$ cat src/rtl/fm0_node_packet_transmitter_assert.svh
// Assertion macros for the FM0 node packet transmitter.
// Used by the top level; relies on the signals clk and rst in the including scope.
`ifndef FM0_NODE_PACKET_TRANSMITTER_ASSERT_SVH
`define FM0_NODE_PACKET_TRANSMITTER_ASSERT_SVH

// When the antecedent holds at a clock edge, the consequent holds at the same edge.
`define FM0_ASSERT_IMPLIES(label, ante, cons) \
  label: assert property (@(posedge clk) disable iff (rst) (ante) |-> (cons)) \
    else $error("fm0 implication check failed");

// The expression never holds at a clock edge.
`define FM0_ASSERT_NEVER(label, expr) \
  label: assert property (@(posedge clk) disable iff (rst) !(expr)) \
    else $error("fm0 forbidden condition seen");

`endif

$ cat src/rtl/fm0_pkg.sv
// Shared types and constants for the FM0 node packet transmitter.
// No dependencies; imported by every module of the block.
package fm0_pkg;

  // Frame layout: six start bits, then address and data nibbles.
  localparam int unsigned FRAME_BITS = 14;
  localparam logic [5:0]  START_PATTERN = 6'b111010;

  // Configuration register indexes.
  localparam logic [1:0] CFG_HALF_BIT = 2'd0;
  localparam logic [1:0] CFG_GAP      = 2'd1;

  // Reset values of the configuration registers.
  localparam logic [7:0]  HALF_BIT_RESET = 8'd5;
  localparam logic [15:0] GAP_RESET      = 16'd400;

  // Input kind carried on tuser.
  localparam logic OP_TICK = 1'b0;
  localparam logic OP_LOAD = 1'b1;

  typedef enum logic [1:0] {
    MODE_IDLE = 2'd0,
    MODE_SEND = 2'd1,
    MODE_GAP  = 2'd2
  } mode_t;

  // One result word.
  typedef struct packed {
    logic line_level;
    logic busy_res;
    logic accepted;
    logic packet_done;
  } result_t;

  // Internal status of the encoder, used for checking.
  typedef struct packed {
    mode_t      mode;
    logic [3:0] bit_count;
    logic       tick_zero;
  } status_t;

endpackage

$ cat src/rtl/fm0_cfg.sv
// Configuration registers of the FM0 node packet transmitter.
// Depends on fm0_pkg for register indexes and reset values.
module fm0_cfg import fm0_pkg::*; (
  input  logic        clk,
  input  logic        rst,
  input  logic        cfg_valid,
  output logic        cfg_ready,
  input  logic [1:0]  cfg_index,
  input  logic [15:0] cfg_data,
  output logic [7:0]  half_bit_ticks,
  output logic [15:0] gap_ticks
);

  // The register file can take a word every cycle.
  assign cfg_ready = 1'b1;

  // Register writes; indexes beyond the list are ignored.
  always_ff @(posedge clk) begin
    if (rst) begin
      half_bit_ticks <= HALF_BIT_RESET;
      gap_ticks      <= GAP_RESET;
    end else if (cfg_valid && cfg_ready) begin
      unique case (cfg_index)
        CFG_HALF_BIT: half_bit_ticks <= cfg_data[7:0];
        CFG_GAP:      gap_ticks      <= cfg_data;
        default: ;
      endcase
    end
  end

endmodule

$ cat src/rtl/fm0_core.sv
// FM0 encoder state and its single-pass next-state logic.
// Depends on fm0_pkg; one input word is processed per enabled cycle.
module fm0_core import fm0_pkg::*; (
  input  logic        clk,
  input  logic        rst,
  input  logic        step,
  input  logic        op,
  input  logic [3:0]  node_address,
  input  logic [3:0]  data_nibble,
  input  logic [7:0]  half_bit_ticks,
  input  logic [15:0] gap_ticks,
  output result_t     result,
  output status_t     status
);

  mode_t       mode, mode_next;
  logic [13:0] frame_shift, frame_shift_next;
  logic [3:0]  bit_count, bit_count_next;
  logic        half_phase, half_phase_next;
  logic [15:0] tick_count, tick_count_next;
  logic        line_reg, line_reg_next;

  logic [7:0]  half_len;
  logic [13:0] shifted;
  logic [3:0]  bit_count_inc;
  logic        accepted;
  logic        done;

  // Ticks minus one of the first segment of a bit: a one spans two half periods.
  function automatic logic [15:0] seg_ticks(input logic bit_val, input logic [7:0] hl);
    logic [8:0] full;
    full = {hl, 1'b0} - 9'd1;
    return bit_val ? {7'd0, full} : {8'd0, hl - 8'd1};
  endfunction

  assign half_len      = (half_bit_ticks == 8'd0) ? 8'd1 : half_bit_ticks;
  assign shifted       = {frame_shift[12:0], 1'b0};
  assign bit_count_inc = bit_count + 4'd1;

  // Next state for one input word.
  always_comb begin
    mode_next        = mode;
    frame_shift_next = frame_shift;
    bit_count_next   = bit_count;
    half_phase_next  = half_phase;
    tick_count_next  = tick_count;
    line_reg_next    = line_reg;
    accepted         = 1'b0;
    done             = 1'b0;

    if (op == OP_LOAD) begin
      // A load starts a frame only when the line is idle.
      if (mode == MODE_IDLE) begin
        line_reg_next    = ~line_reg;
        frame_shift_next = {START_PATTERN, node_address, data_nibble};
        bit_count_next   = 4'd0;
        mode_next        = MODE_SEND;
        half_phase_next  = 1'b0;
        tick_count_next  = seg_ticks(1'b1, half_len);
        accepted         = 1'b1;
      end
    end else begin
      unique case (mode)
        MODE_SEND: begin
          if (tick_count != 16'd0) begin
            tick_count_next = tick_count - 16'd1;
          end else begin
            line_reg_next = ~line_reg;
            if (!frame_shift[13] && !half_phase) begin
              // Mid-cell toggle of a zero bit.
              half_phase_next = 1'b1;
              tick_count_next = {8'd0, half_len - 8'd1};
            end else begin
              half_phase_next  = 1'b0;
              frame_shift_next = shifted;
              bit_count_next   = bit_count_inc;
              if (bit_count_inc == 4'(FRAME_BITS)) begin
                done           = 1'b1;
                bit_count_next = 4'd0;
                if (gap_ticks == 16'd0) begin
                  mode_next       = MODE_IDLE;
                  tick_count_next = 16'd0;
                end else begin
                  mode_next       = MODE_GAP;
                  tick_count_next = gap_ticks;
                end
              end else begin
                tick_count_next = seg_ticks(shifted[13], half_len);
              end
            end
          end
        end
        MODE_GAP: begin
          if (tick_count != 16'd0) begin
            tick_count_next = tick_count - 16'd1;
          end
          if (tick_count_next == 16'd0) begin
            mode_next = MODE_IDLE;
          end
        end
        default: ;
      endcase
    end
  end

  // Control state.
  always_ff @(posedge clk) begin
    if (rst) begin
      mode        <= MODE_IDLE;
      frame_shift <= '0;
      bit_count   <= '0;
      half_phase  <= 1'b0;
      tick_count  <= '0;
      line_reg    <= 1'b0;
    end else if (step) begin
      mode        <= mode_next;
      frame_shift <= frame_shift_next;
      bit_count   <= bit_count_next;
      half_phase  <= half_phase_next;
      tick_count  <= tick_count_next;
      line_reg    <= line_reg_next;
    end
  end

  // Result of this word, taken into the output register by the top level.
  assign result.line_level  = line_reg_next;
  assign result.busy_res    = (mode_next == MODE_SEND) || (mode_next == MODE_GAP);
  assign result.accepted    = accepted;
  assign result.packet_done = done;

  assign status.mode      = mode;
  assign status.bit_count = bit_count;
  assign status.tick_zero = (tick_count == 16'd0);

endmodule

$ cat src/rtl/fm0_node_packet_transmitter.sv
// FM0 node packet transmitter: one result word per input word, registered in the cycle after acceptance.
// Throughput is one word per clock; a new word can enter in the same cycle that the
// previous result is taken, so the input stalls only while a result is held.
// rst (synchronous) clears the encoder to idle with the line low, empties the output
// register, and sets half_bit_ticks to 5 and gap_ticks to 400.
`include "fm0_node_packet_transmitter_assert.svh"

module fm0_node_packet_transmitter import fm0_pkg::*; (
  input  logic        clk,
  input  logic        rst,
  input  logic        s_tvalid,
  output logic        s_tready,
  input  logic [7:0]  s_tdata,   // [3:0] node_address, [7:4] data_nibble
  input  logic        s_tuser,   // [0] op
  output logic        m_tvalid,
  input  logic        m_tready,
  output logic [7:0]  m_tdata,   // [0] line_level, [1] busy_res, [2] accepted, [7:3] zero
  output logic        m_tlast,   // packet_done
  input  logic        cfg_valid,
  output logic        cfg_ready,
  input  logic [1:0]  cfg_index,
  input  logic [15:0] cfg_data
);

  logic [7:0]  half_bit_ticks;
  logic [15:0] gap_ticks;
  logic        in_fire;
  result_t     result;
  result_t     out_word;
  status_t     status;

  fm0_cfg u_cfg (
    .clk            (clk),
    .rst            (rst),
    .cfg_valid      (cfg_valid),
    .cfg_ready      (cfg_ready),
    .cfg_index      (cfg_index),
    .cfg_data       (cfg_data),
    .half_bit_ticks (half_bit_ticks),
    .gap_ticks      (gap_ticks)
  );

  // Accept a word whenever the output register is free or being emptied.
  assign s_tready = !m_tvalid || m_tready;
  assign in_fire  = s_tvalid && s_tready;

  fm0_core u_core (
    .clk            (clk),
    .rst            (rst),
    .step           (in_fire),
    .op             (s_tuser),
    .node_address   (s_tdata[3:0]),
    .data_nibble    (s_tdata[7:4]),
    .half_bit_ticks (half_bit_ticks),
    .gap_ticks      (gap_ticks),
    .result         (result),
    .status         (status)
  );

  // Output register valid flag.
  always_ff @(posedge clk) begin
    if (rst) begin
      m_tvalid <= 1'b0;
    end else if (in_fire) begin
      m_tvalid <= 1'b1;
    end else if (m_tready) begin
      m_tvalid <= 1'b0;
    end
  end

  // Output register payload.
  always_ff @(posedge clk) begin
    if (in_fire) begin
      out_word <= result;
    end
  end

  assign m_tdata = {5'd0, out_word.accepted, out_word.busy_res, out_word.line_level};
  assign m_tlast = out_word.packet_done;

  // A taken load always leaves the block busy.
  `FM0_ASSERT_IMPLIES(a_accept_busy, m_tvalid && out_word.accepted, out_word.busy_res)
  // A word never both starts and ends a frame.
  `FM0_ASSERT_NEVER(a_accept_done, m_tvalid && out_word.accepted && out_word.packet_done)
  // The idle encoder holds no pending ticks.
  `FM0_ASSERT_IMPLIES(a_idle_clear, status.mode == MODE_IDLE, status.tick_zero)
  // The bit counter stays within one frame.
  `FM0_ASSERT_NEVER(a_bit_range, status.bit_count >= 4'(FRAME_BITS))

endmodule

$ cat config.mk
export PLATFORM = sky130hd
export DESIGN_NAME = fm0_node_packet_transmitter
export DESIGN_NICKNAME = d
export VERILOG_FILES = /design/src/rtl/fm0_pkg.sv /design/src/rtl/fm0_cfg.sv /design/src/rtl/fm0_core.sv /design/src/rtl/fm0_node_packet_transmitter.sv
export VERILOG_INCLUDE_DIRS = /design/src /design/src/rtl
export SDC_FILE = /design/constraint.sdc
export NUM_CORES = 1
export LEC_CHECK = 0
export BUFFER_PORTS_ARGS = -buffer_cell sky130_fd_sc_hd__buf_2
export CELL_PAD_IN_SITES_DETAIL_PLACEMENT = 0
export CELL_PAD_IN_SITES_GLOBAL_PLACEMENT = 1
export CORE_ASPECT_RATIO = 0.9
export CORE_MARGIN = 2
export CORE_UTILIZATION = 40
export DETAILED_ROUTE_END_ITERATION = 10
export MAX_ROUTING_LAYER = met4
export PLACE_DENSITY = 0.7
export SETUP_SLACK_MARGIN = 0.05
export SLEW_MARGIN = 5
export SYNTH_ARGS = -nofsm -noshare
export SYNTH_HDL_FRONTEND = slang
export SYNTH_SLANG_ARGS = --single-unit
$ cat constraint.sdc
create_clock -name clk -period 4.1 [get_ports clk]
set_input_delay 0.82 -clock clk [delete_from_list [all_inputs] [get_ports clk]]
set_output_delay 0.82 -clock clk [all_outputs]
set_load 0.05 [all_outputs]
==> impl_metrics.tcl <==
set metrics [dict create \
    synth-main-ff-cell "dfxtp_1" \
    grt_use_total_pct 20.8 \
    clock_sinks 67 \
    synthCells 508 \
    grt_max_degree 39 \
    wl_met2_um 4390 \
    reg_top3 "u_cfg.gap_ticks: 16 flops, u_core.tick_count: 16 flops, u_core.frame_shift: 14 flops" \
    drv_slew 0 \
    die-area_mm2 0.0107 \
    cp.required_ps 4310 \
    routed-wl-met3_um 674 \
    hpwlAfterDp_um 7580 \
    ir_drop_mv 0.171 \
    core_mm2 0.00966 \
    drive_gt1_share_pct 14.8 \
    status "finished, final reports clean" \
    antennaDiodeCount 0 \
    path_max_fanout 8 \
    holdWs_ps 462 \
    grt_pass1_wl_um 17100 \
    grt_overflow 0 \
    dr.pass1.iters 5 \
    top_layer_used "met4" \
    yosys.cell_types.count 68 \
    routabilityCongestion 0.933 \
    rsz0062_at_grt "no" \
    drt_iter0_markers 274 \
    initial_core_util_pct 41.1 \
    cts_max_path_buffers 2 \
    max-cap-violations 0 \
    dieHeight_um 98.5 \
    holdCritPathClass "reg2reg" \
    postCtsSetupBuffers 0 \
    row_count 34 \
    finalCritPeriodShare_pct 77.1 \
    insertion_delay_ps 360 \
    setup_viol 0 \
    critical_path_class "reg2reg" \
    fin_util_pct 45.5 \
    drc_errors 0 \
    antenna_found_initial 0 \
    ant_nets 0 \
    tightest_slew_ps 1020 \
    die_x_um 109 \
    routed-via-count 3703 \
    finalSetupTns_ps 0 \
    syn_avg_cell_area_um2 7.82 \
    cp-end-kind "flop" \
    nNetsFinal 568 \
    wl_met1_um 5150 \
    stdcell_count 659 \
    cts_hold_buf 0 \
    async_flop_share_pct 0 \
    cts_resized 0 \
    grt_pass1_vias 3307 \
    p_leak_uw 0.00168 \
    dp_cells 643 \
    cp-start-kind "flop" \
    htreeDepth 3 \
    syn_area_mm2 0.00397 \
    maxSlewHeadroom_pct 31.9 \
    yosysSeqAreaShare_pct 34.8 \
    cts-buffers-inserted 9 \
    io_pins 44 \
    clockRootBuffer "clkbuf_8" \
    cp_data_arrival_time_ps 3370 \
    yosysWarnings 0 \
    cts_tree "done" \
    ys_ff_latch 67 \
    min_period_ps 3160 \
    skew_ps 8.52 \
    max_freq_mhz 316 \
    hold_violations 0 \
    io_buffers 37 \
    power_density_mw_per_mm2 406 \
    wire_per_inst_um 15.7 \
    clk_pin_slew_ps 90 \
    wl_um 10400 \
    synthToLayoutAreaGrowth_pct 10.5 \
    synth_edf_count 4 \
    vias_per_cell 5.62 \
]
## per-layer routing
layer	vias up	track usage, %
met4	0	6.21
met2	104	28.7
met5	-	-
met3	13	4.76
li1	1842	-
met1	1744	30.0
## power by group
group / internal (µW) / switching (µW) / total (µW)
Combinational: 174 / 283 / 457
Sequential: 692 / 39.8 / 732
Clock: 292 / 301 / 593
Total: 1160 / 624 / 1780
## cells by family after synthesis
family,count (synthesis),share of synthesized area [%]
other,2,0.189
and+or+nand+nor,213,26.7
AOI/OAI and AO/OA,130,21.1
xor gates and xnor gates,22,4.85
adders and majority gates,8,2.52
buffers and inverters,52,6.14
DFF,67,34.8
muxes,14,3.65
## metrics by stage
| step | setup slack (ps) | cell area, µm² | power, µW |
|---|---|---|---|
| floorplan | 1160 | 3990 | 1100 |
| global placement | 666 | 4180 | 1200 |
| detailed placement | 696 | 4180 | 1200 |
| CTS | 932 | 4390 | 1790 |
| global route | 690 | 4390 | 1880 |
| finish | 938 | 4390 | 1780 |
## layout by cell type (no fill, tap or decap), drive strengths merged, types with 6 or more instances in the layout
master,synthesis,routed
nand2,69,69
dfxtp,63,63
nor2,55,55
a21oi,52,52
buf,15,43
nor3,21,21
o21ai,19,19
inv,13,17
xnor2,13,13
mux2i,13,13
a211oi,13,13
nand3,11,11
nor4,11,11
xor2,9,9
clkbuf,23,9
nand3b,8,8
ha,8,8
a22oi,7,7
or3,6,6
conb,2,6
o31ai,6,6
a31oi,6,6
or4,6,6
## synth_stat cells, types with 4 or more instances
cell type	count	share of area, %
xor2_1	9	2.0
nor3_1	20	2.5
xnor2_1	13	2.9
nand4_1	5	0.79
a22oi_1	7	1.3
nor2b_1	5	0.79
mux2i_1	13	3.3
o31ai_1	5	0.94
a211oi_1	12	2.3
o21ai_0	10	1.3
nand2_1	68	6.4
a31oi_1	5	0.79
buf_4	8	1.5
nor4_1	8	1.3
nor2_1	54	5.1
nand3b_1	8	1.5
edfxtp_1	4	3.0
inv_1	12	1.1
dfxtp_1	63	32
clkbuf_1	23	2.2
o21ai_1	8	1.0
a21oi_1	50	6.3
o22ai_1	5	0.79
ha_1	8	2.5
or3_1	6	0.94
nand3_1	11	1.4
nor3b_1	4	0.76
## path summary, 6_finish.rpt
path	to	start	depth (start not counted)	slack (ps)
worst max-delay path	m_tdata[1]	u_core.tick_count[2]	8	940
worst min-delay path	u_core.frame_shift[8]	u_core.frame_shift[8]	2	460
worst max register to register	m_tdata[1]	u_core.tick_count[2]	8	940
worst min register to register	u_core.frame_shift[8]	u_core.frame_shift[8]	2	460
## layout make-up
type | instances | area [µm²]
fill | 1021 | 5270
sequential | 67 | 1380
multi-input combinational | 393 | 2360
timing repair buffer | 43 | 230
inverter | 14 | 52.6
tap | 126 | 158
clock buffer | 9 | 124
clock inverter | 7 | 82.6
## critical path, stage by stage, from the launching register on
cell and delay (ps):
dfxtp_1 410, or4_4 600, or4_4 520, xor2_1 270
o21ai_2 90, or4_4 450, a31oi_4 230, mux2_4 320
a211oi_2 130
No activity file was read; power rests on OpenSTA's default activity.
